`src/design/assert_macros.svh`:
```
// assertion macros used by the allocator top file
`ifndef ASSERT_MACROS_SVH
`define ASSERT_MACROS_SVH

// condition implies consequence in the same cycle
`define NFCA_ASSERT_IMPLIES(lbl, a, c) \
    lbl: assert property (@(posedge i_clk) disable iff (!i_rst_n) (a) |-> (c)) \
        else $error("allocator check failed");

// condition implies consequence in the next cycle
`define NFCA_ASSERT_NEXT(lbl, a, c) \
    lbl: assert property (@(posedge i_clk) disable iff (!i_rst_n) (a) |=> (c)) \
        else $error("allocator check failed");

// condition implies a delayed consequence
`define NFCA_ASSERT_DELAY2(lbl, a, c) \
    lbl: assert property (@(posedge i_clk) disable iff (!i_rst_n) (a) |-> ##2 (c)) \
        else $error("allocator check failed");

`endif

```
`src/design/nfca_pkg.sv`:
```
// types and constants of the next-fit channel allocator
package nfca_pkg;

    // table geometry
    localparam int TABLE_DEPTH   = 256;
    localparam int IDX_W         = $clog2(TABLE_DEPTH);
    localparam int CHANNEL_LIMIT = 255;
    localparam int LIM           = (CHANNEL_LIMIT < TABLE_DEPTH) ? CHANNEL_LIMIT : TABLE_DEPTH;
    localparam int CMP_W         = IDX_W + 1;
    localparam int CNT_W         = $clog2(LIM + 1);
    localparam logic [CMP_W-1:0] LIM_X = CMP_W'(LIM);

    // owner tags
    localparam int OWNER_BITS = 16;

    // two-level free map search
    localparam int GRP_IDX_W  = 4;
    localparam int GROUP_W    = 1 << GRP_IDX_W;
    localparam int NGRP_W     = IDX_W - GRP_IDX_W;
    localparam int NUM_GROUPS = TABLE_DEPTH / GROUP_W;

    typedef enum logic [1:0] {
        CMD_ALLOC  = 2'd0,
        CMD_TAKE   = 2'd1,
        CMD_FREE   = 2'd2,
        CMD_LOOKUP = 2'd3
    } t_cmd;

    typedef enum logic [1:0] {
        STAT_OK         = 2'd0,
        STAT_NO_CHANNEL = 2'd1,
        STAT_NOT_FOUND  = 2'd2,
        STAT_INVALID    = 2'd3
    } t_status;

    typedef struct packed {
        t_cmd        command;
        logic [7:0]  channel_number;
        logic [15:0] owner_tag;
    } t_in_item;

    typedef struct packed {
        t_status     status;
        logic [7:0]  granted_channel;
        logic [15:0] found_owner;
        logic [7:0]  channels_in_use;
    } t_out_item;

    // controller to datapath
    typedef struct packed {
        logic capture;
        logic scan;
        logic exec;
        logic load_out;
    } t_dp_cmd;

    // datapath to controller
    typedef struct packed {
        logic out_free;
    } t_dp_stat;

endpackage

```
`src/design/nfca_ctrl.sv`:
```
// sequencer of the allocator: accept, scan, execute, emit
module nfca_ctrl (
    input  logic               i_clk,
    input  logic               i_rst_n,
    input  logic               i_in_valid,
    output logic               o_in_ready,
    input  nfca_pkg::t_dp_stat i_stat,
    output nfca_pkg::t_dp_cmd  o_cmd
);
    import nfca_pkg::*;

    typedef enum logic [3:0] {
        ST_IDLE = 4'b0001,
        ST_SCAN = 4'b0010,
        ST_EXEC = 4'b0100,
        ST_EMIT = 4'b1000
    } t_state;

    t_state r_state;
    t_state n_state;

    // next state
    always_comb begin
        n_state = r_state;
        case (r_state)
            ST_IDLE: begin
                if (i_in_valid) begin
                    n_state = ST_SCAN;
                end
            end
            ST_SCAN: n_state = ST_EXEC;
            ST_EXEC: n_state = ST_EMIT;
            ST_EMIT: begin
                if (i_stat.out_free) begin
                    n_state = ST_IDLE;
                end
            end
            default: n_state = ST_IDLE;
        endcase
    end

    always_ff @(posedge i_clk) begin
        if (!i_rst_n) begin
            r_state <= ST_IDLE;
        end else begin
            r_state <= n_state;
        end
    end

    // commands to the datapath
    assign o_in_ready       = (r_state == ST_IDLE);
    assign o_cmd.capture    = i_in_valid && (r_state == ST_IDLE);
    assign o_cmd.scan       = (r_state == ST_SCAN);
    assign o_cmd.exec       = (r_state == ST_EXEC);
    assign o_cmd.load_out   = (r_state == ST_EMIT) && i_stat.out_free;

endmodule

```
`config.mk`:
```
export PLATFORM = sky130hd
export DESIGN_NAME = nfca_ctrl
export DESIGN_NICKNAME = d
export VERILOG_FILES = /design/src/design/assert_macros.svh /design/src/design/nfca_pkg.sv /design/src/design/nfca_ctrl.sv
export SDC_FILE = /design/constraint.sdc
export NUM_CORES = 1
export LEC_CHECK = 0
export ABC_CLOCK_PERIOD_IN_PS = 1500
export BUFFER_PORTS_ARGS = -buffer_cell sky130_fd_sc_hd__clkbuf_2
export CELL_PAD_IN_SITES_DETAIL_PLACEMENT = 0
export CELL_PAD_IN_SITES_GLOBAL_PLACEMENT = 1
export CORE_AREA = 3 3 40 42
export CTS_CLUSTER_SIZE = 25
export DETAILED_ROUTE_END_ITERATION = 10
export DIE_AREA = 0 0 43 45
export GPL_TIMING_DRIVEN = 0
export PLACE_DENSITY = 0.5
export RECOVER_POWER = 100
export SLEW_MARGIN = 20
export SYNTH_ARGS = -nofsm -noshare
export SYNTH_HDL_FRONTEND = slang
export SYNTH_SLANG_ARGS = --single-unit
```
`constraint.sdc`:
```
create_clock -name i_clk -period 1.5 [get_ports i_clk]
set_clock_uncertainty 0.15 [all_clocks]
set_input_delay 0.3 -clock i_clk [delete_from_list [all_inputs] [get_ports i_clk]]
set_output_delay 0.3 -clock i_clk [all_outputs]
set_load 0.02 [all_outputs]
```
After elaboration in Yosys (flattened, before gate mapping) --
Cells that the tools add are included.
Word-level totals: register bits 4, input bits 4, output and inout port bits 5, logic and storage cells 13
Operators by class: equality and inequality tests 6, multiplexer cells 3, reductions and logical operators 3
Operator list (count):
- one-hot mux 4 bit (4 select lines) | 1
- two-way mux 4 bit | 2
- == test 4 x 1 -> 1 bit, second input constant | 1
- == test 4 x 2 -> 1 bit, second input constant | 1
- == test 4 x 3 -> 1 bit, second input constant | 1
- == test 4 bit, second input constant | 1
- inequality test 2 bit, second input constant | 2
- logical AND 1 bit | 2
- AND reduction 2 bit | 1

Logic depth before layout (Yosys ltp) --
Gate-level depths: netlist of run 1.
depth in word-level cells 3, depth in mapped cells 3

Worst setup path before layout of run 1 --
Ideal clock, no wire load.
path type flip-flop to output port, start reg r_state[1], end out o_cmd[3] in the netlist's numbering, data arrival time 1.573 ns, setup slack -0.523 ns, cell stages (with the launch flop) 3, path buffers 0, cells stage by stage dfxtp_1 -> nor4b_1 -> and2_1
RTL lines:
- start: declaration | RTL line nfca_ctrl.sv:19 | t_state r_state;
- start signal: assignment | RTL line nfca_ctrl.sv:46 | r_state <= n_state;
- end: declaration | RTL line nfca_ctrl.sv:8 | output nfca_pkg::t_dp_cmd o_cmd

==> impl_metrics.env, run 1 <==
export IMPL_area_sequential_um2=90.1
export IMPL_drt_initial_drc_count=1
export IMPL_ctsLongestPathBuffers=2
export IMPL_areaGrowthSynthToFinish_pct=96.7
export IMPL_boundaryPins=9
export IMPL_place_area_um2=269
export IMPL_crit_path_start_kind="flip-flop"
export IMPL_classification_of_the_worst_slack_hold_path="in2reg"
export IMPL_achievable_frequency_mhz=609
export IMPL_multiInputGateArea_um2=135
export IMPL_route_vias_total=206
export IMPL_period_minus_slack_ns=1.64
export IMPL_worst_path_arrival_ns=1.19
export IMPL_number_of_fill_cells=139
export IMPL_die_height_um=45
export IMPL_share_of_final_layout_standard_cells_stronger_than_drive_strength_1=0.722
export IMPL_largest_register_ff_count=4
export IMPL_htreeDepth=1
export IMPL_required_ns=1.05
export IMPL_grt_max_degree=7
export IMPL_area_enclosed_by_the_die_boundary_um2=1940
export IMPL_layout_utilization=0.289
export IMPL_cts_tree="yes"
export IMPL_registers_top_by_ff_count="r_state"
export IMPL_syn_avg_cell_area_um2=9.00
export IMPL_timing_final_crit_share=1.09
export IMPL_post_synth_num_cell_types=17
export IMPL_drt_drc_violations_left=0
export IMPL_synth_top_cell_area_share=0.424
export IMPL_antenna_diode_count=0
export IMPL_cts_clk_pin_slew_worst_paths_ns=0.04
export IMPL_starting_density=0.147
export IMPL_synthesis_yosys_warnings=0
export IMPL_std_cell_rows=13
export IMPL_total_power_w=0.000305
export IMPL_grt_pass1_vias=227
export IMPL_rsz0062_at_grt="yes"
export IMPL_number_of_failing_setup_endpoints_in_the_final_timing_report=5
export IMPL_io_buffers=8
export IMPL_yosys_top_cells_area="dfxtp_1 42%, and2_1 6.6%, and4b_1 5.3%, a311oi_1 4.6%, nor4b_1 4.6%"
export IMPL_number_of_max_capacitance_violations_reported=0
export IMPL_violations="negative setup slack"
export IMPL_grt_pass1_wl_um=759
export IMPL_whs_path_depth=2
export IMPL_worst_pin_slew_ns=0.247
export IMPL_outcome="finished with violations"
export IMPL_drt_wirelength_per_cell_um=9.33
export IMPL_worst_ir_drop_vdd_uv=393
export IMPL_static_leakage_power_nw=0.166
export IMPL_synth_cell_area_um2=189
export IMPL_core_area_um2=1280
export IMPL_total_length_of_routed_wires_um=476
export IMPL_dp_hpwl_um=370
export IMPL_clock_tree_root_cell="clkbuf_4"
export IMPL_yosys_register_bits=4
export IMPL_yosysTopAreaCell="dfxtp_1"
export IMPL_global_route_usage_total=0.0549
export IMPL_cts_made_buffers=3
export IMPL_critical_path_class="reg2out"
export IMPL_power_density_nw_per_um2=822
export IMPL_worst_setup_path_end_kind="primary output"
export IMPL_slew_violations=0
export IMPL_design_final_nets=42
export IMPL_worst_r2r_cell_count=4
export IMPL_layout_cell_area_non_filler_um2=372
export IMPL_tritoncts_num_sinks=4
export IMPL_grt_ovfl_total=0
export IMPL_timing_final_ws_setup_ns=-0.142
export IMPL_max_slew_margin=0.834
export IMPL_final_hold_viol_count=0
export IMPL_biggestRegsByFlops="r_state x4"
export IMPL_highest_fanout_seen_on_the_critical_path=5
export IMPL_dieWidth_um=43
export IMPL_clock_latency_on_the_worst_skew_pair_ns=0.23
export IMPL_post_drt_via_cell_ratio=4.04
export IMPL_synth_seq_area_share=0.424
export IMPL_drt_pass1_iterations=4
export IMPL_synthCells=21
export IMPL_grt_antenna_before_repair=0
export IMPL_mapped_nets=25
export IMPL_finalWeightedCongestion=0.661
export IMPL_antenna_violating_nets_post_route=0
-- cells in the mapped netlist --
| master | n |
|---|---|
| nor4b_1 | 1 |
| nor3_1 | 1 |
| inv_1 | 1 |
| a311oi_1 | 1 |
| o21a_1 | 1 |
| dfxtp_1 | 4 |
| buf_4 | 1 |
| nand2_1 | 1 |
| a21oi_1 | 1 |
| and4b_1 | 1 |
| o21ai_1 | 1 |
| or3b_1 | 1 |
| nor2_1 | 1 |
| and2_1 | 2 |
| nor4_1 | 1 |
| nand2b_1 | 1 |
| and3_1 | 1 |
-- power by group --
group / internal, W / switching, W
combinational: 0.0000363 / 0.0000248
clock: 0.0000890 / 0.0000377
sequential: 0.000110 / 0.00000773
total: 0.000235 / 0.0000702
-- logic make-up after synthesis --
group,Yosys count,synth area share
buf+inv,2,0.0596
simple gates,11,0.377
flops,4,0.424
compound gates,4,0.139
-- layout make-up --
cell class	count	share of cell area
buffer	1	0.0202
clock buffer	3	0.0606
inverter	1	0.0101
multi-input combinational	15	0.364
sequential	4	0.242
tap	15	0.0505
timing repair buffer	12	0.253
-- worst paths after layout --
kind / slack (ns) / startpoint / end
min reg2reg: 0.41 / r_state[1]$_SDFFE_PN0P_ / r_state[3]$_SDFFE_PN0P_
max reg2reg: 0.06 / r_state[2]$_SDFFE_PN0P_ / r_state[0]$_SDFFE_PN1P_
max: -0.14 / r_state[1]$_SDFFE_PN0P_ / o_cmd[3]
min: 0.13 / i_rst_n / r_state[0]$_SDFFE_PN1P_
-- layout by cell type, fill, tap and decap left out, types with 2 or more instances in the layout --
| cell type | n |
|---|---|
| buf_4 | 6 |
| clkbuf_4 | 4 |
| clkbuf_2 | 4 |
| dfxtp_2 | 2 |
| dfxtp_4 | 2 |
-- layer usage --
layer	wire length, um	vias up	track usage
li1	-	109	-
met5	0	-	0
met2	229	7	0.0898
met3	33	0	0.0120
met4	0	0	0.0542
met1	213	90	0.0577
-- timing repair --
action / in CTS / in global routing
endpoints found under the hold margin: 0 / 0
buffers inserted: 2 / 2
setup endpoints to repair: 6 / 6
hold buffers: 0 / 0
pin swaps: 3 / 2
gates resized for setup: 13 / 5
-- worst max-delay path: stages (launching register included) --
cell and delay [ns]:
dfxtp_4 0.35, nor4b_4 0.31, and2_4 0.20, buf_8 0.10
-- stage by stage --
step | worst slack, ns | std cells | TNS (ns) | hold slack, ns
6_report | -0.142 | 51 | -0.472 | 0.130
2_1_floorplan | -0.0461 | 21 | -0.0461 | 0.230
3_5_place_dp | -0.00769 | 44 | -0.00769 | 0.365
3_3_place_gp | -0.0169 | 44 | -0.0169 | 0.372
4_1_cts | -0.186 | 49 | -0.651 | 0.121
5_1_grt | -0.231 | 51 | -0.813 | 0.140
Note: power is estimated with default switching activity, not from simulation.
==> run 2: changes to the inputs <==
SKIP_LAST_GASP = 1   (was not set)
==> impl_metrics.env, run 2 (synthesis gave the netlist of run 1 again) <==
export IMPL_drt_pass1_iterations=4
export IMPL_outcome="finished with violations"
export IMPL_dieWidth_um=43
export IMPL_place_area_um2=269
export IMPL_starting_density=0.147
export IMPL_htreeDepth=1
export IMPL_final_hold_viol_count=0
export IMPL_cts_tree="yes"
export IMPL_worst_setup_path_end_kind="primary output"
export IMPL_required_ns=1.05
export IMPL_holdBufCountCts=0
export IMPL_max_slew_margin=0.834
export IMPL_grt_antenna_before_repair=0
export IMPL_achievable_frequency_mhz=609
export IMPL_area_enclosed_by_the_die_boundary_um2=1940
export IMPL_biggestRegsByFlops="r_state x4"
export IMPL_grt_pass1_vias=227
export IMPL_design_final_nets=42
export IMPL_grt_max_degree=7
export IMPL_drt_drc_violations_left=0
export IMPL_worst_ir_drop_vdd_uv=394
export IMPL_layout_cells_most_common="buf_4"
export IMPL_slew_violations=0
export IMPL_highest_fanout_seen_on_the_critical_path=5
export IMPL_period_minus_slack_ns=1.64
export IMPL_drt_initial_drc_count=2
export IMPL_grt_ovfl_total=0
export IMPL_critical_path_class="reg2out"
export IMPL_rsz0062_at_grt="yes"
export IMPL_tritoncts_num_sinks=4
export IMPL_timing_final_ws_setup_ns=-0.142
export IMPL_place_detailed_instances=44
export IMPL_power_density_nw_per_um2=828
export IMPL_dp_hpwl_um=370
export IMPL_io_buffers=8
export IMPL_crit_path_start_kind="flip-flop"
export IMPL_classification_of_the_worst_slack_hold_path="in2reg"
export IMPL_total_length_of_routed_wires_um=483
export IMPL_antenna_violating_nets_post_route=0
export IMPL_hold_ws_ns=0.129
export IMPL_areaGrowthSynthToFinish_pct=95.4
export IMPL_antenna_diode_count=0
export IMPL_final_cells=51
export IMPL_ctsLongestPathBuffers=2
export IMPL_layout_cell_area_non_filler_um2=369
export IMPL_clock_latency_on_the_worst_skew_pair_ns=0.23
export IMPL_layout_utilization=0.287
export IMPL_finalWeightedCongestion=0.661
export IMPL_cts_made_buffers=3
export IMPL_std_cell_rows=13
export IMPL_clock_tree_root_cell="clkbuf_4"
export IMPL_grt_pass1_wl_um=759
export IMPL_drt_wirelength_per_cell_um=9.47
export IMPL_number_of_failing_setup_endpoints_in_the_final_timing_report=5
export IMPL_post_drt_via_cell_ratio=4.10
export IMPL_highest_count_cells_in_the_layout_ignoring_fill_and_taps="6 x buf_4, 4 x clkbuf_4, 4 x clkbuf_2"
export IMPL_worst_pin_slew_ns=0.246
export IMPL_worst_path_arrival_ns=1.19
export IMPL_global_route_usage_total=0.0549
export IMPL_cts_clk_pin_slew_worst_paths_ns=0.04
export IMPL_largest_register_ff_count=4
export IMPL_die_height_um=45
export IMPL_violations="negative setup slack"
export IMPL_route_vias_total=209
export IMPL_registers_top_by_ff_count="r_state"
export IMPL_number_of_max_capacitance_violations_reported=0
export IMPL_core_area_um2=1280
export IMPL_static_leakage_power_nw=0.163
export IMPL_share_of_final_layout_standard_cells_stronger_than_drive_strength_1=0.694
export IMPL_timing_final_crit_share=1.09
export IMPL_boundaryPins=9
-- run 2: changes by cell type in the layout (fill, tap and decap cells not counted) --
cell	previous run	this run
or3b_4	1	0
or3b_1	0	1
-- run 2: report_power, final --
group          internal [W]  leakage (nW)  switching [W]
Combinational     0.0000363         0.115      0.0000247
Clock             0.0000890        0.0138      0.0000377
Sequential         0.000110        0.0343     0.00000783
-- run 2: per-layer routing --
metal	up-vias	wire length (um)	GRT usage
li1	109	-	-
met5	-	0	0
met3	0	33	0.0120
met1	93	219	0.0577
met2	7	230	0.0898
met4	0	0	0.0542
-- run 2: metrics by stage --
stage          power, W  setup slack (ns)  TNS [ns]
2_1_floorplan  0.000145           -0.0461   -0.0461
3_3_place_gp   0.000159           -0.0169   -0.0169
3_5_place_dp   0.000160          -0.00769  -0.00769
4_1_cts        0.000310            -0.186    -0.651
5_1_grt        0.000326            -0.231    -0.829
6_report       0.000305            -0.142    -0.471
-- run 2: final timing paths --
path | from | endpoint | slack, ns | cells after the start
setup / recovery | r_state[1]$_SDFFE_PN0P_ | o_cmd[3] | -0.14 | 3
hold / removal | i_rst_n | r_state[0]$_SDFFE_PN1P_ | 0.13 | 2
setup reg to reg | r_state[2]$_SDFFE_PN0P_ | r_state[0]$_SDFFE_PN1P_ | 0.03 | 4
hold reg to reg | r_state[1]$_SDFFE_PN0P_ | r_state[3]$_SDFFE_PN0P_ | 0.41 | 3
-- run 2: critical path, cell delays in order, from the launching register on --
cell and delay [ns]:
dfxtp_4 0.35, nor4b_4 0.31, and2_4 0.20, buf_8 0.10
-- run 2: layout make-up --
class	instances	area (um2)
Multi-Input combinational cell	15	133
Clock buffer	3	22.5
Timing Repair Buffer	12	93.8
Buffer	1	7.51
Tap cell	15	18.8
Sequential cell	4	90.1
Inverter	1	3.75
Fill cell	141	916
-- run 2: what timing repair did --
| item | in CTS | in global routing |
|---|---|---|
| resized for setup | 13 | 4 |
| pin swaps | 3 | 2 |
| endpoints found under the setup margin | 6 | 6 |
| buffers inserted | 2 | 2 |
